## config.mk

```make
export PLATFORM = sky130hd
export DESIGN_NAME = lzg_ctrl
export DESIGN_NICKNAME = d
export VERILOG_FILES = /design/src/hw/rtl/lzg_pkg.sv /design/src/hw/rtl/lzg_ctrl.sv
export SDC_FILE = /design/constraint.sdc
export NUM_CORES = 1
export LEC_CHECK = 0
export ABC_CLOCK_PERIOD_IN_PS = 3800
export BUFFER_PORTS_ARGS = -buffer_cell sky130_fd_sc_hd__clkbuf_2
export CORE_ASPECT_RATIO = 1.1
export CORE_MARGIN = 3
export CORE_UTILIZATION = 30
export CTS_CLUSTER_SIZE = 10
export DETAILED_ROUTE_END_ITERATION = 16
export PLACE_DENSITY_LB_ADDON = 0.05
export REMOVE_ABC_BUFFERS = 1
export SLEW_MARGIN = 10
export SYNTH_ARGS = -nofsm -noshare
export SYNTH_HDL_FRONTEND = slang
export SYNTH_SLANG_ARGS = --single-unit
export TNS_END_PERCENT = 1
```

## constraint.sdc

```tcl
create_clock -name clk_i -period 3.8 [get_ports clk_i]
set_input_delay 0.38 -clock clk_i [delete_from_list [all_inputs] [get_ports clk_i]]
set_output_delay 0.38 -clock clk_i [all_outputs]
set_load 0.02 [all_outputs]
```

## src/hw/rtl/lzg_pkg.sv

```systemverilog
// Shared constants, datapath opcodes and the command/status structs for the
// LZ gamma stream decompressor. No dependencies.
package lzg_pkg;

  localparam int WIN_BITS    = 16;
  localparam int WINDOW_SIZE = 1 << WIN_BITS;
  localparam int CNT_BITS    = WIN_BITS + 1;
  localparam int MAX_RUN     = 64;
  localparam int RUN_BITS    = $clog2(MAX_RUN + 1);
  localparam int ADDR_BITS   = 3;

  localparam int BUMP_HIGH = 32000;
  localparam int BUMP_MID  = 1280;
  localparam int BUMP_LOW  = 128;

  localparam logic [3:0] HDR_RESET = 4'd8;
  localparam logic [ADDR_BITS-3:0] REG_HEADER_LENGTH = '0;

  typedef enum logic [4:0] {
    DP_NOP, DP_HDR, DP_FIRST, DP_LIT, DP_ZERO, DP_RD, DP_CPY, DP_SEVEN,
    DP_LOW, DP_BIT, DP_BIT_MO1, DP_BIT_MOSH, DP_BIT_SHORT, DP_BIT_G1,
    DP_BIT_GAM, DP_BIT_REP, DP_BIT_RG, DP_BIT_LG, DP_FAIL, DP_DONE, DP_STAT
  } dp_op_e;

  typedef struct packed {
    dp_op_e op;
    logic   in_ready;
    logic   zero_ph;
    logic   in_hdr;
  } lzg_cmd_t;

  typedef struct packed {
    logic held_valid;
    logic tag_avail;
    logic bit_val;
    logic hdr_zero;
    logic copy_nz;
    logic short_full;
    logic short_zero;
    logic short_bad;
    logic g_msb;
    logic g_is2;
    logic after_match;
    logic prev_bad;
    logic sev_zero;
    logic sev_bad;
    logic low_bad;
    logic done;
    logic err;
    logic emit_ok;
  } lzg_stat_t;

endpackage

```

## src/hw/rtl/lzg_ctrl.sv

```systemverilog
// Controller: item sequencer and decode phase state machine; issues one
// datapath opcode per cycle. Depends on lzg_pkg.
module lzg_ctrl (
  input  logic               clk_i,
  input  logic               rst_ni,
  input  logic               in_valid_i,
  input  lzg_pkg::lzg_stat_t stat_i,
  output lzg_pkg::lzg_cmd_t  cmd_o
);
  import lzg_pkg::*;

  typedef enum logic [3:0] {
    SQ_IDLE = 4'b0001,
    SQ_RUN  = 4'b0010,
    SQ_CPY  = 4'b0100,
    SQ_STAT = 4'b1000
  } seq_e;

  typedef enum logic [15:0] {
    PH_HDR     = 16'h0001,
    PH_FIRST   = 16'h0002,
    PH_TOP     = 16'h0004,
    PH_B2      = 16'h0008,
    PH_B3      = 16'h0010,
    PH_SHORT   = 16'h0020,
    PH_ZERO    = 16'h0040,
    PH_SEVEN   = 16'h0080,
    PH_LIT     = 16'h0100,
    PH_G1_BIT  = 16'h0200,
    PH_G1_CONT = 16'h0400,
    PH_LOW     = 16'h0800,
    PH_RG_BIT  = 16'h1000,
    PH_RG_CONT = 16'h2000,
    PH_LG_BIT  = 16'h4000,
    PH_LG_CONT = 16'h8000
  } phase_e;

  seq_e                seq_q, seq_d;
  phase_e              ph_q, ph_d;
  logic [RUN_BITS-1:0] nres_q, nres_d;
  dp_op_e              op;
  logic                at_cap, inc;

  assign at_cap = nres_q == RUN_BITS'(MAX_RUN);

  always_comb begin
    seq_d = seq_q;
    ph_d  = ph_q;
    op    = DP_NOP;
    inc   = 1'b0;
    case (seq_q)
      SQ_IDLE: begin
        if (in_valid_i) seq_d = SQ_RUN;
      end
      SQ_CPY: begin
        if (stat_i.emit_ok) begin
          op    = DP_CPY;
          inc   = 1'b1;
          seq_d = SQ_RUN;
        end
      end
      SQ_STAT: begin
        if (stat_i.emit_ok) begin
          op    = DP_STAT;
          seq_d = SQ_IDLE;
        end
      end
      SQ_RUN: begin
        if (stat_i.done || stat_i.err) begin
          seq_d = SQ_STAT;
        end else if (stat_i.copy_nz) begin
          if (at_cap) seq_d = SQ_STAT;
          else begin
            op    = DP_RD;
            seq_d = SQ_CPY;
          end
        end else begin
          case (ph_q)
            PH_HDR: begin
              if (stat_i.hdr_zero) ph_d = PH_FIRST;
              else if (!stat_i.held_valid) seq_d = SQ_STAT;
              else op = DP_HDR;
            end
            PH_FIRST, PH_LIT: begin
              if (!stat_i.held_valid || at_cap) seq_d = SQ_STAT;
              else if (stat_i.emit_ok) begin
                op   = (ph_q == PH_LIT) ? DP_LIT : DP_FIRST;
                inc  = 1'b1;
                ph_d = PH_TOP;
              end
            end
            PH_ZERO: begin
              if (at_cap) seq_d = SQ_STAT;
              else if (stat_i.emit_ok) begin
                op   = DP_ZERO;
                inc  = 1'b1;
                ph_d = PH_TOP;
              end
            end
            PH_SEVEN: begin
              if (!stat_i.held_valid) seq_d = SQ_STAT;
              else if (stat_i.sev_zero) begin
                op    = DP_DONE;
                seq_d = SQ_STAT;
              end else if (stat_i.sev_bad) begin
                op    = DP_FAIL;
                seq_d = SQ_STAT;
              end else begin
                op   = DP_SEVEN;
                ph_d = PH_TOP;
              end
            end
            PH_LOW: begin
              if (!stat_i.held_valid) seq_d = SQ_STAT;
              else if (stat_i.low_bad) begin
                op    = DP_FAIL;
                seq_d = SQ_STAT;
              end else begin
                op   = DP_LOW;
                ph_d = PH_LG_BIT;
              end
            end
            default: begin
              if (!stat_i.tag_avail) seq_d = SQ_STAT;
              else begin
                case (ph_q)
                  PH_TOP: begin
                    op   = DP_BIT;
                    ph_d = stat_i.bit_val ? PH_B2 : PH_LIT;
                  end
                  PH_B2: begin
                    op   = stat_i.bit_val ? DP_BIT : DP_BIT_G1;
                    ph_d = stat_i.bit_val ? PH_B3 : PH_G1_BIT;
                  end
                  PH_B3: begin
                    op   = stat_i.bit_val ? DP_BIT_MO1 : DP_BIT;
                    ph_d = stat_i.bit_val ? PH_SHORT : PH_SEVEN;
                  end
                  PH_SHORT: begin
                    if (!stat_i.short_full) op = DP_BIT_MOSH;
                    else if (stat_i.short_zero) begin
                      op   = DP_BIT;
                      ph_d = PH_ZERO;
                    end else if (stat_i.short_bad) begin
                      op    = DP_FAIL;
                      seq_d = SQ_STAT;
                    end else begin
                      op   = DP_BIT_SHORT;
                      ph_d = PH_TOP;
                    end
                  end
                  PH_G1_BIT, PH_RG_BIT, PH_LG_BIT: begin
                    if (stat_i.g_msb) begin
                      op    = DP_FAIL;
                      seq_d = SQ_STAT;
                    end else begin
                      op = DP_BIT_GAM;
                      case (ph_q)
                        PH_G1_BIT: ph_d = PH_G1_CONT;
                        PH_RG_BIT: ph_d = PH_RG_CONT;
                        default:   ph_d = PH_LG_CONT;
                      endcase
                    end
                  end
                  PH_G1_CONT: begin
                    if (stat_i.bit_val) begin
                      op   = DP_BIT;
                      ph_d = PH_G1_BIT;
                    end else if (!stat_i.after_match && stat_i.g_is2) begin
                      if (stat_i.prev_bad) begin
                        op    = DP_FAIL;
                        seq_d = SQ_STAT;
                      end else begin
                        op   = DP_BIT_REP;
                        ph_d = PH_RG_BIT;
                      end
                    end else begin
                      op   = DP_BIT;
                      ph_d = PH_LOW;
                    end
                  end
                  PH_RG_CONT: begin
                    op   = stat_i.bit_val ? DP_BIT : DP_BIT_RG;
                    ph_d = stat_i.bit_val ? PH_RG_BIT : PH_TOP;
                  end
                  PH_LG_CONT: begin
                    op   = stat_i.bit_val ? DP_BIT : DP_BIT_LG;
                    ph_d = stat_i.bit_val ? PH_LG_BIT : PH_TOP;
                  end
                  default: begin
                    op    = DP_FAIL;
                    seq_d = SQ_STAT;
                  end
                endcase
              end
            end
          endcase
        end
      end
      default: seq_d = SQ_IDLE;
    endcase
  end

  always_comb begin
    nres_d = nres_q;
    if (seq_q == SQ_IDLE && in_valid_i) nres_d = '0;
    else if (inc) nres_d = nres_q + 1'b1;
  end

  always_ff @(posedge clk_i or negedge rst_ni) begin
    if (!rst_ni) begin
      seq_q  <= SQ_IDLE;
      ph_q   <= PH_HDR;
      nres_q <= '0;
    end else begin
      seq_q  <= seq_d;
      ph_q   <= ph_d;
      nres_q <= nres_d;
    end
  end

  assign cmd_o.op       = op;
  assign cmd_o.in_ready = seq_q == SQ_IDLE;
  assign cmd_o.zero_ph  = ph_q == PH_ZERO;
  assign cmd_o.in_hdr   = ph_q == PH_HDR;

endmodule

```

==> results.txt <==
Status = finished, final reports clean
Prevailing post-synth register cell = dfrtp_1
Nets@finish = 333
Area leader, netlist = dfrtp_1
Fillers = 868
Pin count of the biggest net entering global routing = 28
Wire per inst = 18.6 um
Clock Latency Late Sink = 0.28 ns
Clock Skews = 0.00934 ns
GRT Total Usage = 0.172
Crit-path slowest cell = nor4_4
Post-synthesis instance area = 2460 um2
Cells after Synth = 292
Pre-Repair DR Iteration Count = 4
Flop2flop setup slack = 0.90 ns
Clk root buf = clkbuf_8
Post-CTS Hold Fix Bufs = 0
Die area = 9320 um2
Starting density of the core = 0.309
Vias/cell = 5.66
FF/Latch Area = 678 um2
Final hold violations = 0
Number of placement rows = 34
Crit-path max FO = 8
CP bufs+invs = 1
Sequential area share after synthesis = 0.276
Post-CTS Setup Inserts = 0
Post-route ant nets = 0
Crit path time final = 3.32 ns
Largest cells by area after synthesis = dfrtp_1 (25%), nor2_1 (4.9%), nor4_4 (4.3%), nand4_1 (3.3%), a21oi_1 (2.8%)
Pwr/cell area = 246 nW/um2
Inserted Clock Buffers = 3
Max incr delay on CP = 0.50 ns
Unrepaired setup endpoints after global routing = no
HP Class = in -> async
Initial DRC count = 114
CTS tree = built
Setup TNS = 0 ns
Worst Path Required = 3.42 ns
Core area = 7960 um2
Tcrit/Tclk final = 0.873
DRC = 0
H-tree levels = 1
Number of synthesized flops with an enable pin = 0
Grt total ovfl = 0
Clock slew at reported path FFs = 0.11 ns
I/O Buffers = 28
Asr flop ratio synth = 1.00
DR vias = 2361
Gp weighted congestion = 0.860
Pleak = 1.09 nW
Routed WL = 7740 um
Synth top area share = 0.254
Die X = 92.3 um
Multi-input logic area = 1650 um2
Cts repair resizes = 0
Area delta synth->final = 9.87%
Finish-stage setup viols = 0
Yosys cell types = 63
Ant diodes = 0
MaxCap Viol Count = 0
Vias in the first global route = 2382
Worst slew pin tran = 0.720 ns
Most frequent cell after synthesis = nor2_1
Dpl hpwl = 6090 um
Critical path's top delay family = simple AND/OR/NAND/NOR gates
Critical Path, Cell by Cell = nor4_4 -> nand2_1 -> nor4b_1 -> nor4_1 -> nor3b_1 -> nand3b_1 -> a21oi_1 -> clkbuf_2
Maximum vdd drop = 0.000180 V
CTS Sinks = 27
Top cells by count, synth = nor2_1 (32), dfrtp_1 (25), nand2_1 (18), a21oi_1 (14), nor3_1 (14)
CTS max path bufs = 2
First-pass GRT wire length = 12700 um
Die height = 101 um
Final Slew Violations = 0
Worst EP arrival = 2.94 ns
Layout cells sized above 1 = 0.175
Slew headroom = 0.508
Initial antenna violation count = 0
YS warnings = 0
I/O pins = 29
Critical path launch point type = flip-flop
CP Capture Type = output port
Final Util = 0.340
CP Class = reg -> out
Syn Area/Cell = 8.42 um2
Post-synthesis register bit count = 27
F_max = 302 MHz
-- power by group --
| group | switching, mW | internal (mW) |
|---|---|---|
| Clock | 0.104 | 0.0747 |
| Sequential | 0.0257 | 0.304 |
| Combinational | 0.0954 | 0.0611 |
-- worst register-to-register path: stages (launching register included) --
cell and delay (ns):
dfrtp_1 0.49, nor4_4 0.50, nand2_1 0.26, or4_1 0.58
a31oi_1 0.25, a211oi_2 0.11, nand2b_4 0.25, mux2_1 0.37
-- cells in the final DEF (no fill, tap or decap), types with 4 or more instances in the layout --
cell type  synthesis  layout
nor4_1             8       8
inv_1             11      11
xor2_1             6       6
nor2_1            32      32
mux2_1             5       5
o21ai_0           11      11
nor3b_1            6       6
nand2b_1           6       6
nor4b_1            7       7
nor4_4             5       6
a22o_1             4       4
or4_1              6       6
nand3_1           11      11
mux2i_1            5       5
nor3_1            14      14
dfrtp_1           25      25
clkbuf_2           1      28
nand2_1           18      18
a21oi_1           14      14
or3_1              4       4
nand4_1           13      13
-- routing by layer --
| layer | wire length, um | track usage | up-vias | part of all wire |
|---|---|---|---|---|
| met2 | 3950 | 0.309 | 53 | 0.51 |
| met1 | 3410 | 0.220 | 1150 | 0.44 |
| li1 | - | - | 1148 | - |
| met4 | 133 | 0.0400 | 0 | 0.017 |
| met3 | 256 | 0.0194 | 10 | 0.033 |
| met5 | 0 | 0 | - | 0 |
-- registers in the layout (all words and copies together), names as in the netlist --
name / cells
nres_q: 7
ph_q: 16
seq_q: 4
-- path summary, 6_finish.rpt --
kind / startpoint / endpoint / cells past startpoint
max: ph_q[7] / cmd_o[6] / 8
min: rst_ni / ph_q[15] / 1
max reg2reg: ph_q[7] / ph_q[15] / 7
min reg2reg: seq_q[0] / seq_q[0] / 2
max in group asynchronous: rst_ni / seq_q[1] / 1
min in group clk_i: stat_i[13] / seq_q[2] / 3
-- cells by family after synthesis --
logic type                 count (synthesis)  share of synthesized area
muxes                                     10                     0.0433
DFF                                       27                      0.276
buffers and inverters                     27                     0.0565
xor gates and xnor gates                   9                     0.0321
and+or+nand+nor                          159                      0.415
AOI/OAI and AO/OA                         58                      0.167
adders and majority gates                  2                     0.0102
-- area by class of cell --
type,count,share of cell area
multi-input cells,238,0.611
clock buffers,3,0.0153
well taps,108,0.0500
repair buffers,29,0.0547
flip-flops and latches,27,0.251
inverters,11,0.0153
clock inverters,1,0.00278
-- metrics by stage --
stage	std cells	setup slack [ns]	total power, mW	hold WS (ns)	cell area [um2]
after global placement	413	0.600	0.496	0.498	2640
after global routing	417	0.0601	0.720	0.170	2700
after detailed placement	413	0.645	0.494	0.490	2640
after floorplan	276	0.548	0.429	0.0844	2360
after CTS	417	0.310	0.681	0.169	2690
final	417	0.484	0.665	0.132	2700
No activity file was read; power rests on OpenSTA's default activity.
